--- config.mk ---
export PLATFORM = sky130hd
export DESIGN_NAME = telnet_rx_option_negotiator_flat
export DESIGN_NICKNAME = d
export VERILOG_FILES = /design/src/rtl/core/tron_pkg.sv /design/src/rtl/core/tron_in_if.sv /design/src/rtl/core/tron_out_if.sv /design/src/rtl/core/tron_front.sv /design/src/rtl/core/tron_queue.sv /design/src/rtl/core/tron_back.sv /design/src/rtl/core/telnet_rx_option_negotiator.sv /design/src/flat_wrapper.sv
export SDC_FILE = /design/constraint.sdc
export NUM_CORES = 1
export LEC_CHECK = 0
export BUFFER_PORTS_ARGS = -buffer_cell sky130_fd_sc_hd__buf_2
export CORE_MARGIN = 4
export CORE_UTILIZATION = 25
export CTS_CLUSTER_DIAMETER = 50
export DETAILED_ROUTE_END_ITERATION = 12
export MAX_ROUTING_LAYER = met4
export PLACE_DENSITY_LB_ADDON = 0.12
export SLEW_MARGIN = 15
export SYNTH_ARGS = -nofsm -noshare
export SYNTH_HDL_FRONTEND = slang
export SYNTH_SLANG_ARGS = --single-unit
--- constraint.sdc ---
create_clock -name clk -period 6.6 [get_ports clk]
set_clock_uncertainty 0.2 [all_clocks]
set_input_delay 1.32 -clock clk [delete_from_list [all_inputs] [get_ports clk]]
set_output_delay 1.32 -clock clk [all_outputs]
set_load 0.01 [all_outputs]
--- src/rtl/core/tron_pkg.sv ---
// shared types, byte codes and constants of the telnet receive option negotiator
package tron_pkg;

	localparam logic [1:0] TERM_COUNT = 2'd2;

	localparam int QUEUE_AW = 2;
	localparam int QUEUE_DEPTH = 1 << QUEUE_AW;

	localparam logic [7:0] B_IAC = 8'd255;
	localparam logic [7:0] B_DONT = 8'd254;
	localparam logic [7:0] B_DO = 8'd253;
	localparam logic [7:0] B_WONT = 8'd252;
	localparam logic [7:0] B_WILL = 8'd251;
	localparam logic [7:0] B_SB = 8'd250;
	localparam logic [7:0] B_SE = 8'd240;
	localparam logic [7:0] B_ESC = 8'd27;
	localparam logic [7:0] B_NUL = 8'd0;
	localparam logic [7:0] ESC_FINAL_ABOVE = 8'd64;
	localparam logic [7:0] OPT_ECHO = 8'd1;
	localparam logic [7:0] OPT_SUPP = 8'd3;
	localparam logic [7:0] OPT_TERM = 8'd24;
	localparam logic [7:0] TT_SEND = 8'd1;
	localparam logic [7:0] TT_IS = 8'd0;

	localparam logic [1:0] JOB_BYTE = 2'd0;
	localparam logic [1:0] JOB_REPLY = 2'd1;
	localparam logic [1:0] JOB_TERM = 2'd2;

	localparam logic OUT_HOST = 1'b0;
	localparam logic OUT_PEER = 1'b1;

	typedef struct packed {
		logic [1:0] kind;
		logic [7:0] b0;
		logic [7:0] b1;
	} job_t;

	typedef struct packed {
		logic push;
		logic full;
		logic pop;
		logic empty;
	} queue_ctl_t;

endpackage

--- src/rtl/core/tron_in_if.sv ---
// request channel carrying received telnet bytes
interface tron_in_if;
	logic valid;
	logic ready;
	logic [7:0] rx_byte;

	modport source (output valid, output rx_byte, input ready);
	modport sink (input valid, input rx_byte, output ready);
endinterface

--- src/rtl/core/tron_out_if.sv ---
// request channel carrying host payload bytes and peer reply bytes
interface tron_out_if;
	logic valid;
	logic ready;
	logic out_kind;
	logic [7:0] out_byte;
	logic out_last;

	modport source (output valid, output out_kind, output out_byte, output out_last,
		input ready);
	modport sink (input valid, input out_kind, input out_byte, input out_last,
		output ready);
endinterface

--- src/rtl/core/tron_front.sv ---
// front end: iac parser, payload handlers and option decisions, emits jobs
module tron_front import tron_pkg::*; (
	input  logic       clk,
	input  logic       arst_n,
	input  logic       accept,
	input  logic [7:0] rx_byte,
	output logic       push,
	output job_t       push_job
);

	localparam logic [1:0] PH_DATA = 2'd0;
	localparam logic [1:0] PH_CMD = 2'd1;
	localparam logic [1:0] PH_OPT = 2'd2;

	localparam logic [2:0] V_SB = 3'd0;
	localparam logic [2:0] V_WILL = 3'd1;
	localparam logic [2:0] V_WONT = 3'd2;
	localparam logic [2:0] V_DO = 3'd3;
	localparam logic [2:0] V_DONT = 3'd4;

	localparam logic [1:0] H_NVT = 2'd0;
	localparam logic [1:0] H_ANSI = 2'd1;
	localparam logic [1:0] H_TERMSB = 2'd2;
	localparam logic [1:0] H_NONE = 2'd3;

	localparam logic [1:0] E_NORMAL = 2'd0;
	localparam logic [1:0] E_AFTER = 2'd1;
	localparam logic [1:0] E_INSIDE = 2'd2;

	logic [1:0] phase_q, phase_d;
	logic [2:0] verb_q, verb_d;
	logic [1:0] handler_q, handler_d;
	logic [1:0] esc_q, esc_d;
	logic [1:0] choice_q, choice_d;
	logic       deliver;
	logic       has_job;
	job_t       job;
	logic [7:0] verb_full;

	function automatic logic clamp(logic [1:0] c);
		logic [1:0] r;
		r = (c >= TERM_COUNT) ? (TERM_COUNT - 2'd1) : c;
		return r[0];
	endfunction

	assign verb_full = rx_byte - B_SB;

	always_comb begin
		phase_d = phase_q;
		verb_d = verb_q;
		handler_d = handler_q;
		esc_d = esc_q;
		choice_d = choice_q;
		deliver = 1'b0;
		has_job = 1'b0;
		job = '{kind: JOB_BYTE, b0: rx_byte, b1: rx_byte};

		case (phase_q)
			PH_CMD: begin
				phase_d = PH_DATA;
				if (rx_byte == B_IAC) begin
					deliver = 1'b1;
				end else if (rx_byte == B_SE) begin
					handler_d = clamp(choice_q) ? H_ANSI : H_NVT;
				end else if (rx_byte >= B_SB) begin
					verb_d = verb_full[2:0];
					phase_d = PH_OPT;
				end
			end
			PH_OPT: begin
				phase_d = PH_DATA;
				if (verb_q == V_SB || verb_q > V_DONT) begin
					handler_d = (rx_byte == OPT_TERM) ? H_TERMSB : H_NONE;
				end else if (rx_byte == OPT_ECHO) begin
					has_job = 1'b1;
					job.kind = JOB_REPLY;
					if (verb_q == V_WILL) job.b0 = B_DO;
					else if (verb_q == V_WONT) job.b0 = B_DONT;
					else job.b0 = B_WONT;
				end else if (rx_byte == OPT_SUPP) begin
					has_job = 1'b0;
				end else if (rx_byte == OPT_TERM) begin
					job.kind = JOB_REPLY;
					if (verb_q == V_WILL) begin
						has_job = 1'b1;
						job.b0 = B_DONT;
					end else if (verb_q == V_DO) begin
						has_job = 1'b1;
						job.b0 = B_WILL;
					end
				end else begin
					job.kind = JOB_REPLY;
					if (verb_q == V_WILL) begin
						has_job = 1'b1;
						job.b0 = B_DONT;
					end else if (verb_q == V_DO) begin
						has_job = 1'b1;
						job.b0 = B_WONT;
					end
				end
			end
			default: begin
				phase_d = PH_DATA;
				if (rx_byte == B_IAC) phase_d = PH_CMD;
				else deliver = 1'b1;
			end
		endcase

		if (deliver) begin
			case (handler_q)
				H_NVT: begin
					has_job = (rx_byte != B_NUL);
				end
				H_ANSI: begin
					if (esc_q == E_AFTER) begin
						esc_d = E_INSIDE;
					end else if (esc_q == E_INSIDE) begin
						if (rx_byte > ESC_FINAL_ABOVE) esc_d = E_NORMAL;
					end else begin
						esc_d = E_NORMAL;
						if (rx_byte == B_ESC) esc_d = E_AFTER;
						else has_job = (rx_byte != B_NUL);
					end
				end
				H_TERMSB: begin
					if (rx_byte == TT_SEND) begin
						choice_d = (choice_q == TERM_COUNT) ? 2'd0 : choice_q + 2'd1;
						has_job = 1'b1;
						job.kind = JOB_TERM;
						job.b0 = {7'd0, clamp(choice_d)};
					end
				end
				default: begin
					has_job = 1'b0;
				end
			endcase
		end
	end

	assign push = accept && has_job;
	assign push_job = job;

	always_ff @(posedge clk or negedge arst_n) begin
		if (!arst_n) begin
			phase_q <= PH_DATA;
			verb_q <= V_SB;
			handler_q <= H_NVT;
			esc_q <= E_NORMAL;
			choice_q <= 2'd0;
		end else if (accept) begin
			phase_q <= phase_d;
			verb_q <= verb_d;
			handler_q <= handler_d;
			esc_q <= esc_d;
			choice_q <= choice_d;
		end
	end

endmodule

--- src/rtl/core/tron_queue.sv ---
// short job queue between the parser and the output sequencer
module tron_queue import tron_pkg::*; (
	input  logic       clk,
	input  logic       arst_n,
	input  logic       push,
	input  job_t       push_job,
	input  logic       pop,
	output job_t       head,
	output queue_ctl_t ctl
);

	job_t              mem_q [QUEUE_DEPTH];
	logic [QUEUE_AW-1:0] wr_q, rd_q;
	logic [QUEUE_AW:0]   count_q;
	logic                full, empty;

	assign full = (count_q == (QUEUE_AW+1)'(QUEUE_DEPTH));
	assign empty = (count_q == '0);
	assign head = mem_q[rd_q];
	assign ctl = '{push: push, full: full, pop: pop, empty: empty};

	always_ff @(posedge clk) begin
		if (push) mem_q[wr_q] <= push_job;
	end

	always_ff @(posedge clk or negedge arst_n) begin
		if (!arst_n) begin
			wr_q <= '0;
			rd_q <= '0;
			count_q <= '0;
		end else begin
			if (push) wr_q <= wr_q + 1'b1;
			if (pop) rd_q <= rd_q + 1'b1;
			if (push && !pop) count_q <= count_q + 1'b1;
			else if (pop && !push) count_q <= count_q - 1'b1;
		end
	end

	assert property (@(posedge clk) disable iff (!arst_n) push |-> !full || pop)
		else $error("job pushed into a full queue");
	assert property (@(posedge clk) disable iff (!arst_n) pop |-> !empty)
		else $error("job popped from an empty queue");

endmodule

--- src/rtl/core/tron_back.sv ---
// back end: expands queued jobs into result bytes through an output register
module tron_back import tron_pkg::*; (
	input  logic       clk,
	input  logic       arst_n,
	input  job_t       head,
	input  logic       empty,
	output logic       pop,
	output logic       valid,
	input  logic       ready,
	output logic       out_kind,
	output logic [7:0] out_byte,
	output logic       out_last
);

	logic [3:0] step_q;
	logic       valid_q;
	logic       kind_q;
	logic [7:0] byte_q;
	logic       last_q;
	logic       advance;
	logic       load;
	logic [7:0] item_byte;
	logic       item_last;
	logic       item_kind;

	function automatic logic [7:0] name_char(logic idx, logic [3:0] pos);
		logic [7:0] c;
		c = 8'd0;
		if (!idx) begin
			case (pos)
				4'd0: c = 8'd78;
				4'd1: c = 8'd86;
				4'd2: c = 8'd84;
				default: c = 8'd0;
			endcase
		end else begin
			case (pos)
				4'd0: c = 8'd65;
				4'd1: c = 8'd78;
				4'd2: c = 8'd83;
				4'd3: c = 8'd73;
				default: c = 8'd0;
			endcase
		end
		return c;
	endfunction

	always_comb begin
		logic [3:0] nlen;
		nlen = head.b0[0] ? 4'd4 : 4'd3;
		item_kind = OUT_PEER;
		item_byte = head.b0;
		item_last = 1'b0;
		case (head.kind)
			JOB_BYTE: begin
				item_kind = OUT_HOST;
				item_byte = head.b0;
				item_last = 1'b1;
			end
			JOB_REPLY: begin
				case (step_q)
					4'd0: item_byte = B_IAC;
					4'd1: item_byte = head.b0;
					default: item_byte = head.b1;
				endcase
				item_last = (step_q >= 4'd2);
			end
			default: begin
				if (step_q == 4'd0) item_byte = B_IAC;
				else if (step_q == 4'd1) item_byte = B_SB;
				else if (step_q == 4'd2) item_byte = OPT_TERM;
				else if (step_q == 4'd3) item_byte = TT_IS;
				else if (step_q < nlen + 4'd4) item_byte = name_char(head.b0[0], step_q - 4'd4);
				else if (step_q == nlen + 4'd4) item_byte = B_IAC;
				else item_byte = B_SE;
				item_last = (step_q >= nlen + 4'd5);
			end
		endcase
	end

	assign advance = !valid_q || ready;
	assign load = advance && !empty;
	assign pop = load && item_last;

	always_ff @(posedge clk or negedge arst_n) begin
		if (!arst_n) begin
			valid_q <= 1'b0;
			step_q <= 4'd0;
		end else if (advance) begin
			valid_q <= !empty;
			if (load) step_q <= item_last ? 4'd0 : step_q + 4'd1;
		end
	end

	always_ff @(posedge clk) begin
		if (load) begin
			kind_q <= item_kind;
			byte_q <= item_byte;
			last_q <= item_last;
		end
	end

	assign valid = valid_q;
	assign out_kind = kind_q;
	assign out_byte = byte_q;
	assign out_last = last_q;

	assert property (@(posedge clk) disable iff (!arst_n) step_q != 4'd0 |-> !empty)
		else $error("sequencer mid job with no job queued");
	assert property (@(posedge clk) disable iff (!arst_n)
		!empty && head.kind == JOB_REPLY |-> step_q < 4'd3)
		else $error("reply job ran past three bytes");
	assert property (@(posedge clk) disable iff (!arst_n)
		load && item_kind == OUT_HOST |-> item_last && step_q == 4'd0)
		else $error("host byte not a single last item");

endmodule

--- src/rtl/core/telnet_rx_option_negotiator.sv ---
// top level of the telnet receive option negotiator
// channels: rx takes one received telnet byte per request (rx_byte); result
// gives one item per request: out_kind 0 is a payload byte for the host,
// 1 a byte to send back to the peer, out_last marks the final item that one
// received byte causes. bytes that cause nothing give no item.
// throughput: one received byte per cycle while the job queue is not full;
// a host byte gives one result item, an option reply three, a terminal-type
// answer nine or ten, one item per cycle from the sequencer while result.ready
// is high. path: the first result of a byte is written into the job queue and
// then loaded into the output register, when the queue is empty and the output is free.
// a four-entry job queue sits between the parser and the sequencer; rx.ready
// drops only when that queue is full.
// reset: arst_n clears the parser to the data phase, the verb to SB, the
// handler to NVT, the escape state and terminal choice to zero, and empties
// the queue and output register.
// when the receiver holds result.ready low the output item holds, the
// sequencer waits, and the parser keeps taking bytes until the queue fills.
module telnet_rx_option_negotiator import tron_pkg::*; (
	input  logic  clk,
	input  logic  arst_n,
	tron_in_if.sink    rx,
	tron_out_if.source result
);

	logic       accept;
	logic       push;
	job_t       push_job;
	job_t       head;
	logic       pop;
	queue_ctl_t qctl;

	assign rx.ready = !qctl.full;
	assign accept = rx.valid && rx.ready;

	tron_front u_front (
		.clk      (clk),
		.arst_n   (arst_n),
		.accept   (accept),
		.rx_byte  (rx.rx_byte),
		.push     (push),
		.push_job (push_job)
	);

	tron_queue u_queue (
		.clk      (clk),
		.arst_n   (arst_n),
		.push     (push),
		.push_job (push_job),
		.pop      (pop),
		.head     (head),
		.ctl      (qctl)
	);

	tron_back u_back (
		.clk      (clk),
		.arst_n   (arst_n),
		.head     (head),
		.empty    (qctl.empty),
		.pop      (pop),
		.valid    (result.valid),
		.ready    (result.ready),
		.out_kind (result.out_kind),
		.out_byte (result.out_byte),
		.out_last (result.out_last)
	);

endmodule
--- src/flat_wrapper.sv ---
// flat-port wrapper written by rule: the top's interface ports become plain ports
module telnet_rx_option_negotiator_flat import tron_pkg::*;
  (clk, arst_n, rx_valid, rx_rx_byte, rx_ready, result_valid, result_out_kind, result_out_byte, result_out_last, result_ready);
  tron_in_if rx_i ();
  tron_out_if result_i ();
  input  logic clk;
  input  logic arst_n;
  input wire logic [$bits(rx_i.valid)-1:0] rx_valid;
  input wire logic [$bits(rx_i.rx_byte)-1:0] rx_rx_byte;
  output wire logic [$bits(rx_i.ready)-1:0] rx_ready;
  output wire logic [$bits(result_i.valid)-1:0] result_valid;
  output wire logic [$bits(result_i.out_kind)-1:0] result_out_kind;
  output wire logic [$bits(result_i.out_byte)-1:0] result_out_byte;
  output wire logic [$bits(result_i.out_last)-1:0] result_out_last;
  input wire logic [$bits(result_i.ready)-1:0] result_ready;
  assign rx_i.valid = rx_valid;
  assign rx_i.rx_byte = rx_rx_byte;
  assign rx_ready = rx_i.ready;
  assign result_valid = result_i.valid;
  assign result_out_kind = result_i.out_kind;
  assign result_out_byte = result_i.out_byte;
  assign result_out_last = result_i.out_last;
  assign result_i.ready = result_ready;
  telnet_rx_option_negotiator u_core (.clk(clk), .arst_n(arst_n), .rx(rx_i), .result(result_i));
endmodule
Yosys cells after proc, flatten, opt, wreduce, memory -nomap -nowiden
Memory sizes are Yosys's and may differ from the RTL's.
Index checks and enable logic that the tools add are counted.

operators by class
  add/subtract/negate cells = 10
  order comparisons = 8
  eq/ne operators = 29
  multiplexer cells = 66
  bitwise logic cells = 2
  reduce and logical (&&, ||, !) cells = 27

operators with widths
  operator                                                               number
  8-bit two-way mux                                                      11
  9-bit two-way mux                                                      4
  8-bit case mux with 2 select lines                                     2
  10-bit two-way mux                                                     3
  7-bit case mux with 4 select lines                                     1
  2-bit two-way mux                                                      12
  1-bit two-way mux                                                      22
  7-bit case mux with 3 select lines                                     1
  4-bit by 2-bit equality test with 1-bit output, second input constant  4
  8-bit by 5-bit equality test with 1-bit output, second input constant  2
  8-bit equality test, second input constant                             2
  5-bit AND reduction                                                    2
  3-bit two-way mux                                                      3
  4-bit by 3-bit adder with 4-bit output, second input constant          2
  2-bit by 1-bit equality test with 1-bit output, second input constant  4
  2-bit equality test, second input constant                             4
  4-bit by 1-bit equality test with 1-bit output, second input constant  2
  8-bit by 1-bit equality test with 1-bit output, second input constant  1
  8-bit by 2-bit equality test with 1-bit output, second input constant  1
  8-bit >= comparator, second input constant                             1
  8-bit by 7-bit > comparator with 1-bit output, second input constant   1
  4-bit logical NOT                                                      2
  4-bit two-way mux                                                      2
  2-bit case mux with 2 select lines                                     2
  other kinds (29)                                                       51

storage, ports and cells
  register bits = 33
  RAM bits = 72
  input bits = 12
  output and inout port bits = 12
  logic and storage cells = 156
  memories = 1

memories
  name                  words  width  read ports  clocked after memory_dff  write ports  line              source
  u_core.u_queue.mem_q  4      18     1           0                         1            tron_queue.sv:12  job_t mem_q [QUEUE_DEPTH];

Logic depth before layout (Yosys ltp)
Gate-level depths: netlist of run 1.

  depth in word-level cells = 17
  gate-level depth with buffers = 15
  depth with buffers taken out = 13

Modules after synthesis
From an unflattened synthesis of run 1, not the netlist that was laid out.

second synthesis, totals
  cell total of the unflattened synthesis = 411
  area, all modules = 5391.4 um2

modules (own cells, without submodules)
  module                       instances  cells each  area each (um2)  sequential area each (um2)
  tron_queue                   1          132         3022.9           2337.2
  tron_back                    1          135         1224.9           425.4
  tron_front                   1          142         1133.6           275.3
  telnet_rx_option_negotiator  1          2           10.0             0.0

Worst setup path before layout of run 1
Ideal clock, no wire load.

  kind = input to register
  from = input port rx_rx_byte[5]
  to = register u_core.u_queue.count_q[2]
  library setup time = 0.079 ns
  arrival = 4.073 ns
  required time = 6.321 ns
  path slack = 2.248 ns
  cell stages on the path = 13
  buffers on the path = 2
  path through = or4_1 > buf_2 > or3_1 > buf_2 > a21boi_4 > o311a_2 > o2bb2ai_4 > ha_1 > inv_1 > fa_1 > xor2_1 > nor2_1 > xor2_1

on the way
  longest elaborated chain between the ends = 14
  elaborated cells on any way between the ends = 24
  classes of those cells = eq/ne (4); mux (14); reduce/logical (6)

ends and longest elaborated chain
  element                                         line                               source
  start: declaration                              flat_wrapper.sv:9                  input wire logic [$bits(rx_i.rx_byte)-1:0] rx_rx_byte;
  8-bit by 2-bit equality test with 1-bit output  tron_front.sv:80                   end else if (rx_byte == OPT_SUPP) begin
  1-bit two-way mux                               tron_front.sv:80
  1-bit two-way mux                               tron_front.sv:74                   end else if (rx_byte == OPT_ECHO) begin
  1-bit two-way mux                               tron_front.sv:72                   if (verb_q == V_SB || verb_q > V_DONT) begin
  1-bit two-way mux                               tron_front.sv:58                   case (phase_q)
  1-bit two-way mux                               tron_front.sv:121                  if (rx_byte == B_ESC) esc_d = E_AFTER;
  1-bit two-way mux                               tron_front.sv:117                  end else if (esc_q == E_INSIDE) begin
  1-bit two-way mux                               tron_front.sv:115                  if (esc_q == E_AFTER) begin
  1-bit case mux with 3 select lines              tron_front.sv:110                  case (handler_q)
  1-bit two-way mux (*)                           tron_front.sv:109                  if (deliver) begin
  1-bit logical AND (*)                           tron_front.sv:140                  assign push = accept && has_job;
  named net u_core.push                           telnet_rx_option_negotiator.sv:26  logic push;
  1-bit logical NOT                               tron_queue.sv:35                   else if (pop && !push) count_q <= count_q - 1'b1;
  1-bit logical AND                               tron_queue.sv:35
  2-bit nonzero test (no source line)             -
  end signal: assignment                          tron_queue.sv:34                   if (push && !pop) count_q <= count_q + 1'b1;
  end signal: assignment                          tron_queue.sv:35
  end: declaration                                tron_queue.sv:14                   logic [QUEUE_AW:0] count_q;

The timed path passes the listed nets; every way through them passes the cells marked *.
A chain may end at the register's enable or synchronous reset.

Worst setup path after layout of run 1
  from = input port rx_rx_byte[5]
  to = memory u_core.u_queue.mem_q[0][11] in the netlist's numbering, enable pin

on the way
  longest elaborated chain between the ends = 13
  elaborated cells on any way between the ends = 21
  classes of those cells = eq/ne (4); mux (15); reduce/logical (2)

ends and longest elaborated chain
  element                                         line                               source
  8-bit by 2-bit equality test with 1-bit output  tron_front.sv:80
  1-bit two-way mux                               tron_front.sv:80
  1-bit two-way mux                               tron_front.sv:74
  1-bit two-way mux                               tron_front.sv:72
  1-bit two-way mux                               tron_front.sv:58
  1-bit two-way mux                               tron_front.sv:121
  1-bit two-way mux                               tron_front.sv:117
  1-bit two-way mux                               tron_front.sv:115
  1-bit case mux with 3 select lines              tron_front.sv:110
  1-bit two-way mux (*)                           tron_front.sv:109
  1-bit logical AND (*)                           tron_front.sv:140
  named net u_core.push                           telnet_rx_option_negotiator.sv:26
  1-bit two-way mux (*)                           tron_queue.sv:23                   if (push) mem_q[wr_q] <= push_job;
  1-bit two-way mux (not written as such) (*)     tron_queue.sv:23
  end: declaration                                tron_queue.sv:12

Marks and branches as above.

==> impl_metrics.toml, run 1 <==
[outcome]
status = "completed"

[detailed_routing]
ant_nets = 0
via_per_inst = 4.66
dr.pass1.iters = 4
drc = 0
wl_per_cell_microns = 17.3
first_iter_violations = 121
drt-total-wl_microns = 11400
via_count = 3090

[run]
drv_cap = 0

[final_layout]
diodes = 0
multiInputGateArea_sq_um = 1870
fillers = 2083
utilization = 0.293
regArea_sq_um = 3040
fin_nets = 423
area_growth_pct = 14.6
drive_above_1_share = 0.176
fin_cells = 663

[logic_synthesis]
synthCells = 370
syn_avg_cell_area_sq_um = 13.6
ys_async_sr_fraction = 0.219
synth_flop_cell = "edfxtp_1"
synth_nets = 400
ys_seq_elements = 105
synth_edf_count = 82
synth_area_sq_um = 5030
synth_cell_types = 60
yosysWarnings = 0
ys_seq_area_frac = 0.604

[setup_path]
critPathLaunchType = "input port"
worstSetupPathType = "input port to register"
crit_path_max_fanout = 18
arrival_ps = 4220
cp-end-kind = "register"
critPathRequiredTime_ps = 6370

[global_routing]
busiest_layer = "met2"
grt_max_degree = 24
grt_usage = 0.112
antenna_found_initial = 0
grt_remaining_overflow = 0
grt_use_met2 = 0.185
grt_util_met3 = 0.0336
grt_pass1_wl_microns = 18300
use_met1 = 0.134
first_global_vias = 3235

[floorplanning]
die_w_microns = 150
ios = 24
core-area_sq_um = 19700
die_h_microns = 150
start_util = 0.256
die_area_sq_um = 22400
rows = 51

[pwr]
netSwitchingPower_uw = 878
power.density_nw_per_um2 = 428
p_leak_uw = 0.00203
ir_worst_vdd_uv = 130
share_comb_of_total_power = 0.367
clkPwrFrac = 0.231
switching_share = 0.356
intPower_uw = 1590
seqPwrFrac = 0.402
total_power_uw = 2470

[clock_tree]
cts_hold_buf = 0
cts_htree_levels = 3
cts_made_buffers = 9
path_clk_slew_ps = 70
root_buffer = "clkbuf_16"
cts_tree = "done"
cts.sinks = 105
insertion_delay_ps = 350
clockBufferDepth = 2
post_cts_buffers = 0
cts_resized = 0

[timing]
rsz0062_at_grt = "false"
slew_viol_final = 0
fmax_mhz = 225
fin_setup_tns_ps = 0
finalCritPeriodShare = 0.674
min_period_ps = 4450
setup_viol = 0
slew_headroom = 0.310
whs_ps = 300
hold_violations = 0
worst_pin_slew_ps = 1040

[placed_design]
io_buffers = 23
dp.cells = 647
place_congestion = 0.808
dp_hpwl_microns = 8000

[min_path]
min_path_type = "register to register"
==> stage by stage <==
step | cell area (sq um) | setup WS (ps)
2_1_floorplan | 5030 | 2250
5_1_grt | 5760 | 1960
3_3_place_gp | 5440 | 1800
4_1_cts | 5760 | 2110
6_report | 5760 | 2150
3_5_place_dp | 5440 | 1730
==> per-layer routing <==
layer  up-vias  wire [microns]
met5         -               0
met4         0             112
met3        13             430
met2        62            5760
met1      1542            5150
li1       1473               -
==> registers in the layout, summed over array words and instances, names as in the netlist <==
name                      count
u_core.u_back.out_last        1
u_core.u_back.valid           1
u_core.u_back.out_byte        8
u_core.u_front.choice_q       2
u_core.u_front.esc_q          2
u_core.u_front.verb_q         3
u_core.u_back.out_kind        1
u_core.u_queue.mem_q         72
u_core.u_back.step_q          4
u_core.u_front.handler_q      2
u_core.u_front.phase_q        2
u_core.u_queue.count_q        3
u_core.u_queue.wr_q           2
u_core.u_queue.rd_q           2
==> worst max-delay path, cell delays in order <==
cell and delay [ps]:
buf_2 160, or4_1 640, or3_1 510, a21boi_4 300, o311a_2 260, o2bb2ai_4 160, and2_1 840
==> Yosys cell counts (2+ instances only) <==
master,count,area share
o31ai_1,2,0.0030
inv_1,18,0.013
xor2_1,3,0.0052
o22ai_1,8,0.010
o21ai_0,18,0.018
or3_1,2,0.0025
a41oi_1,2,0.0035
o21a_1,3,0.0045
a21o_1,3,0.0045
nor3b_1,2,0.0030
nand2_1,23,0.017
mux4_2,18,0.081
o211ai_1,2,0.0030
a32o_1,2,0.0040
a22oi_1,2,0.0030
nand3_1,4,0.0040
nor2b_1,3,0.0037
mux2i_1,6,0.012
dfrtp_1,23,0.11
nand2b_1,3,0.0037
buf_2,5,0.0050
xnor2_1,4,0.0070
a21oi_1,14,0.014
mux2_2,4,0.0090
edfxtp_1,82,0.49
o311ai_0,3,0.0052
nor4_1,2,0.0025
or4_1,2,0.0030
nand4_1,5,0.0062
o22a_1,3,0.0052
a311oi_1,2,0.0035
and3_1,2,0.0025
a31oi_1,2,0.0025
nor2_1,36,0.027
nor3_1,6,0.0060
ha_1,17,0.042
clkbuf_1,7,0.0052
and2_1,5,0.0062
==> cells in the final DEF (no fill, tap or decap), drive strengths merged, types with 14 or more instances in the layout <==
cell type,synthesis,layout
nand2,23,23
o21ai,19,19
nor2,36,36
edfxtp,82,82
a21oi,14,14
ha,17,17
mux4,18,18
inv,18,21
buf,6,25
dfrtp,23,23
==> power by group through the flow <==
stage	logic, uW	clock network [uW]	registers, uW
floorplan	665	0	985
global placement	926	0	1010
detailed placement	928	0	1010
CTS	931	590	997
global route	1020	619	1010
finish	905	569	991
==> final timing paths <==
check / startpoint / end / slack, ps / depth (start not counted)
max: rx_rx_byte[5] / u_core.u_queue.mem_q[0][11]$_DFFE_PP_ / 2150 / 7
max reg2reg: u_core.u_queue.rd_q[1]$_DFFE_PN0P_ / u_core.u_queue.count_q[1]$_DFFE_PN0P_ / 2550 / 11
min: u_core.u_queue.count_q[2]$_DFFE_PN0P_ / u_core.u_queue.count_q[2]$_DFFE_PN0P_ / 300 / 1
min reg2reg: u_core.u_queue.count_q[2]$_DFFE_PN0P_ / u_core.u_queue.count_q[2]$_DFFE_PN0P_ / 300 / 1
min in group asynchronous: arst_n / u_core.u_front.phase_q[0]$_DFFE_PN0P_ / 750 / 1
max in group asynchronous: arst_n / u_core.u_back.step_q[0]$_DFFE_PN0P_ / 5060 / 1
==> area by class of cell <==
class,instances,area share
clock buffer,9,0.0391
clock inverter,7,0.0174
inverter,18,0.0117
multi-input combinational,234,0.325
sequential,105,0.527
tap,265,0.0575
timing repair buffer,25,0.0226
==> cell families after synthesis <==
family | synth area share
buffers and inverters | 0.0244
adder cells (fa/ha/maj) | 0.0463
flip-flops | 0.604
AND/OR/NAND/NOR | 0.100
XOR/XNOR | 0.0122
AO/OA/AOI/OAI | 0.111
multiplexers | 0.102
Power figures use the tool's default switching activity.
==> run 2: changes to the inputs <==
ABC_AREA = 1   (was default)
clock period = 4.2 ns   (was 6.6 ns; I/O delays follow)
==> run 2 against run 1 <==
Compared with the run above:
- sequential power increased by 46%
- die area up 6.8%
- wire length increased by 17%
- register-to-register slack got worse by 1700 ps
- utilization decreased by 0.10 points
- global-route usage grew 0.73 points
- synthesized cell count is 53% higher
- critical endpoint is now u_core.u_queue.count_q[2]$_DFFE_PN0P_
- largest cell class unchanged
==> impl_metrics.toml, run 2 <==
[outcome]
status = "completed"

[placed_design]
place_congestion = 0.854
preCtsSetupSlack_ps = 763
io_buffers = 23
dp_hpwl_microns = 9590

[global_routing]
grt_usage = 0.119
grt_pass1_wl_microns = 21600
grt_max_degree = 39
antenna_found_initial = 0
grt_remaining_overflow = 0
first_global_vias = 3876

[pwr]
power.density_nw_per_um2 = 671
p_leak_uw = 0.00256
ir_worst_vdd_uv = 207
total_power_uw = 4140

[final_layout]
area_growth_pct = 14.3
regArea_sq_um = 3040
fillers = 2234
multiInputGateArea_sq_um = 2000
drive_above_1_share = 0.140
diodes = 0
largest_register_ffs = 72
layout_common_cells = "126 x nand2_1, 82 x edfxtp_1, 69 x inv_1, 52 x nor2_1, 37 x nand3_1"
final_common_cell = "nand2_1"
fin_nets = 625
top_register = "u_core.u_queue.mem_q"
utilization = 0.292

[timing]
fin_setup_tns_ps = 0
worst_slack_ps = 869
min_period_ps = 3330
fmax_mhz = 300
worst_pin_slew_ps = 613
finalCritPeriodShare = 0.793
rsz0062_at_grt = "false"
hold_violations = 0
slew_headroom = 0.591
setup_viol = 0
slew_viol_final = 0

[detailed_routing]
drc = 0
dr.pass1.iters = 4
via_count = 3939
wl_per_cell_microns = 15.3
via_per_inst = 4.50
drt-total-wl_microns = 13400
first_iter_violations = 187
ant_nets = 0

[logic_synthesis]
ys_async_sr_fraction = 0.219
ys_top_cells_by_area = "edfxtp_1 46%, dfrtp_1 11%, nand2_1 8.8%, inv_1 4.8%, ha_1 3.9%"
synthCells = 565
synthTopCellsByCount = "126 x nand2_1, 82 x edfxtp_1, 69 x inv_1, 52 x nor2_1, 37 x nand3_1"
ys_seq_elements = 105
synth_cell_types = 36
synth.most_common_cell = "nand2_1"
syn_avg_cell_area_sq_um = 9.54
synth_edf_count = 82
yosys.area.top_type_share = 0.457
synth_top_area_cell = "edfxtp_1"
yosysWarnings = 0
synth_nets = 595
ys_seq_area_frac = 0.564
synth_flop_cell = "edfxtp_1"
synth_area_sq_um = 5390

[floorplanning]
die_h_microns = 155
die_w_microns = 155
ios = 24
rows = 53
start_util = 0.256
core-area_sq_um = 21100
die_area_sq_um = 24000

[clock_tree]
cts.sinks = 105
cts_hold_buf = 0
path_clk_slew_ps = 80
root_buffer = "clkbuf_16"
insertion_delay_ps = 360
cts_tree = "done"
cts_htree_levels = 3
post_cts_buffers = 0
clockBufferDepth = 2
cts_made_buffers = 9
cts_resized = 0

[min_path]
min_path_type = "input port to asynchronous set/reset pin"

[setup_path]
cp-end-kind = "register"
crit_path_max_fanout = 21
arrival_ps = 3370
critPathRequiredTime_ps = 4240
worstSetupPathType = "register to register"
critPathLaunchType = "register"

[run]
drv_cap = 0
run 2: cell types whose count changed after synthesis, moves of 6 or more:
cell and delta:
inv_1 +51, o221ai_1 +6, a21oi_1 +13, nor2_1 +16, nand2_2 +10, inv_2 +8
nand2_1 +103, mux2i_1 -6, o21ai_0 +15, nand3_1 +33, mux4_2 -18
run 2: stage by stage:
stage	area, sq um	hold slack (ps)	instances
floorplan	5390	262	565
global placement	5840	302	859
detailed placement	5840	309	859
CTS	6160	261	875
global route	6160	289	875
finish	6160	255	875
run 2: worst max-delay path, cell delays in order, from the launching register on:
cell and delay (ps):
dfrtp_1 390, inv_2 300, buf_4 310, nand2_1 90, a32oi_2 520, nand2_1 140
nand2_2 150, inv_2 60, nand2_4 80, ha_1 140, inv_1 60, fa_1 370
a21oi_1 140, o21ai_0 110, xor2_1 150
run 2: final timing paths:
| path | start | endpoint | slack, ps | cells past startpoint |
|---|---|---|---|---|
| worst max-delay path | u_core.u_queue.rd_q[0]$_DFFE_PN0P_ | u_core.u_queue.count_q[2]$_DFFE_PN0P_ | 870 | 14 |
| worst min-delay path | arst_n | u_core.u_front.esc_q[1]$_DFFE_PN0P_ | 250 | 1 |
| worst max register to register | u_core.u_queue.rd_q[0]$_DFFE_PN0P_ | u_core.u_queue.count_q[2]$_DFFE_PN0P_ | 870 | 14 |
| worst min register to register | u_core.u_front.handler_q[1]$_DFFE_PN0P_ | u_core.u_front.handler_q[1]$_DFFE_PN0P_ | 320 | 2 |
| max in group asynchronous | arst_n | u_core.u_back.step_q[1]$_DFFE_PN0P_ | 3160 | 1 |
| min in group clk | u_core.u_front.handler_q[1]$_DFFE_PN0P_ | u_core.u_front.handler_q[1]$_DFFE_PN0P_ | 320 | 2 |
run 2: per-layer routing:
layer / global-route usage / share of wire
met1: 0.159 / 0.48
met2: 0.184 / 0.46
met3: 0.0271 / 0.051
met4: 0.0311 / 0.0097
met5: - / 0
run 2: kinds of logic (layout without fill, tap and decap cells):
logic type      count (synthesis)  in the layout  share of synthesized area
simple gates                  255            255                      0.215
flops                         105            105                      0.564
compound gates                 93             93                      0.104
buf+inv                        89            124                     0.0659
fa+ha+maj                      18             18                     0.0432
xor+xnor                        5              5                    0.00812
run 2: final cells by class:
class,count,share of cell area
inverters,77,0.0469
multi-input cells,371,0.324
well taps,275,0.0558
repair buffers,31,0.0284
clock inverters,7,0.0154
clock buffers,9,0.0365
flip-flops and latches,105,0.493
run 2: where the power goes:
group	total (uW)	switching, uW	internal, uW
Combinational	1780	1230	552
Sequential	1450	78.3	1370
Clock	902	420	482
==> run 3: changes to the inputs <==
ABC_AREA = 0   (was 1)
clock period = 2.75 ns   (was 4.2 ns; I/O delays follow)
==> run 3 against run 2 <==
Compared with the run above:
- the run now ends with negative setup slack left
- first-iteration DRC count rose by 8.0%
- sequential power rose by 60%
- global-route usage rose by 1.2 points
- wire length fell by 1.1%
- cell count fell by 14%
- non-clock buffer count rose by 84
- sequential share of layout area fell by 5.7 points
- clock-buffer cell count rose by 1
- via count fell by 11%
==> impl_metrics.toml, run 3 (same netlist as run 1, synthesis figures left out) <==
[global_routing]
grt_max_degree = 24
grt_remaining_overflow = 0
antenna_found_initial = 0
grt_usage = 0.131
grt_pass1_wl_microns = 21600
first_global_vias = 3787

[pwr]
ir_worst_vdd_uv = 353
switching_share = 0.343
netSwitchingPower_uw = 2470
p_leak_uw = 0.00260
seqPwrFrac = 0.323
clkPwrFrac = 0.176
intPower_uw = 4730
share_comb_of_total_power = 0.502
power.density_nw_per_um2 = 1030

[setup_path]
crit_path_max_fanout = 3
regToRegEndpoint = "u_core.u_queue.count_q[1]$_DFFE_PN0P_"
critPathLaunchType = "input port"
arrival_ps = 3050
worst_r2r_path_depth = 11
r2r-start = "u_core.u_queue.rd_q[0]$_DFFE_PN0P_"
r2r_setup_slack_ps = -170
critPathRequiredTime_ps = 2820
cp-end-kind = "register"
worstSetupPathType = "input port to register"

[clock_tree]
cts_tree = "done"
insertion_delay_ps = 350
cts_htree_levels = 3
root_buffer = "clkbuf_16"
cts_hold_buf = 0
cts_made_buffers = 9
cts.sinks = 105
path_clk_slew_ps = 70
clockBufferDepth = 2

[outcome]
failed_checks = "negative setup slack"
status = "finished, violations left"

[floorplanning]
rows = 51
ios = 24
die_h_microns = 150
die_area_sq_um = 22400
die_w_microns = 150
core-area_sq_um = 19700
start_util = 0.256

[placed_design]
io_buffers = 23
preCtsSetupSlack_ps = -756
dp_hpwl_microns = 8940
place_congestion = 0.784

[detailed_routing]
via_per_inst = 4.64
ant_nets = 0
drt-total-wl_microns = 13300
wl_per_cell_microns = 17.6
drc = 0
dr.pass1.iters = 4
via_count = 3495
first_iter_violations = 202

[final_layout]
drive_above_1_share = 0.393
fillers = 1980
area_growth_pct = 38.5
diodes = 0
layout_common_cells = "82 x edfxtp_1, 66 x buf_4, 35 x nor2_1, 23 x dfrtp_1, 21 x buf_2"
fin_nets = 513
largest_register_ffs = 72
regArea_sq_um = 3040
final_common_cell = "edfxtp_1"
top_register = "u_core.u_queue.mem_q"
multiInputGateArea_sq_um = 2120

[timing]
rsz0062_at_grt = "true"
finalCritPeriodShare = 1.08
slew_headroom = 0.591
worst_slack_ps = -230
fmax_mhz = 336
hold_violations = 0
setup_viol = 79
worst_pin_slew_ps = 613
fin_setup_tns_ps = -11130
slew_viol_final = 0
min_period_ps = 2980

[run]
drv_cap = 0

[min_path]
min_path_type = "input port to asynchronous set/reset pin"
==> run 3: cell count changes in the layout (fill, tap and decap cells not counted), sizes merged, moves of 13 or more <==
| cell | change |
|---|---|
| mux4 | +18 |
| buf | +82 |
| a21oi | -13 |
| o21ai | -16 |
| nor2 | -25 |
| nand3 | -36 |
| nand2 | -118 |
| inv | -62 |
==> run 3: cell type report <==
type                            instances  share of cell area
Clock inverter                          6             0.00827
Timing Repair Buffer                  115               0.160
Tap cell                              265              0.0476
Inverter                               18             0.00970
Sequential cell                       105               0.436
Clock buffer                           10              0.0329
Multi-Input combinational cell        234               0.305
==> run 3: critical path: stages <==
cell	delay [ps]
buf_6	100
or4_4	530
or3_4	380
o211ai_1	210
o311a_4	240
o2bb2ai_4	120
ha_4	150
inv_2	30
fa_2	340
xor2_1	150
nor2_1	110
xor2_1	140
==> run 3: per-stage QoR <==
step	instances	utilization	cell area (sq um)	hold WS, ps	total power [uW]
after floorplan	370	-	5100	54.4	4040
after global placement	714	0.308	6050	287	5050
after detailed placement	714	0.308	6050	291	5070
after CTS	750	0.347	6830	25.3	7020
after global routing	753	0.354	6960	53.1	7710
final	753	0.354	6960	4.94	7200
==> run 3: worst max-delay path by stage <==
stage | from | end | slack (ps) | cells after the start
final | rx_rx_byte[6] | u_core.u_queue.count_q[2]$_DFFE_PN0P_ | -230 | 12
after global routing | rx_rx_byte[6] | u_core.u_queue.count_q[2]$_DFFE_PN0P_ | -340 | 12
after CTS | rx_rx_byte[6] | u_core.u_queue.count_q[2]$_DFFE_PN0P_ | -240 | 12
after detailed placement | rx_rx_byte[5] | u_core.u_queue.count_q[2]$_DFFE_PN0P_ | -760 | 12
after global placement | rx_rx_byte[5] | u_core.u_queue.count_q[2]$_DFFE_PN0P_ | -730 | 12
after floorplan | rx_rx_byte[5] | u_core.u_queue.count_q[2]$_DFFE_PN0P_ | -710 | 13
==> run 3: routing by layer <==
| metal | share of wire | vias up | track usage | wire (microns) |
|---|---|---|---|---|
| li1 | - | 1658 | - | - |
| met3 | 0.028 | 22 | 0.0239 | 373 |
| met2 | 0.53 | 67 | 0.226 | 6990 |
| met1 | 0.43 | 1748 | 0.158 | 5690 |
| met5 | 0 | - | - | 0 |
| met4 | 0.017 | 0 | 0.0366 | 229 |
==> run 3: power groups by stage <==
stage	combinational [uW]	sequential (uW)	clock, uW
2_1_floorplan	1670	2370	0
3_3_place_gp	2710	2340	0
3_5_place_dp	2720	2350	0
4_1_cts	3380	2330	1310
5_1_grt	3960	2360	1390
6_report	3610	2320	1260
==> run 3: repair_timing <==
item                       4_1_cts  5_1_grt
setup endpoints to repair       80       82
buffers inserted                12        4
pin swaps                       23       13
resized for setup               44       23
gates cloned                     8        0
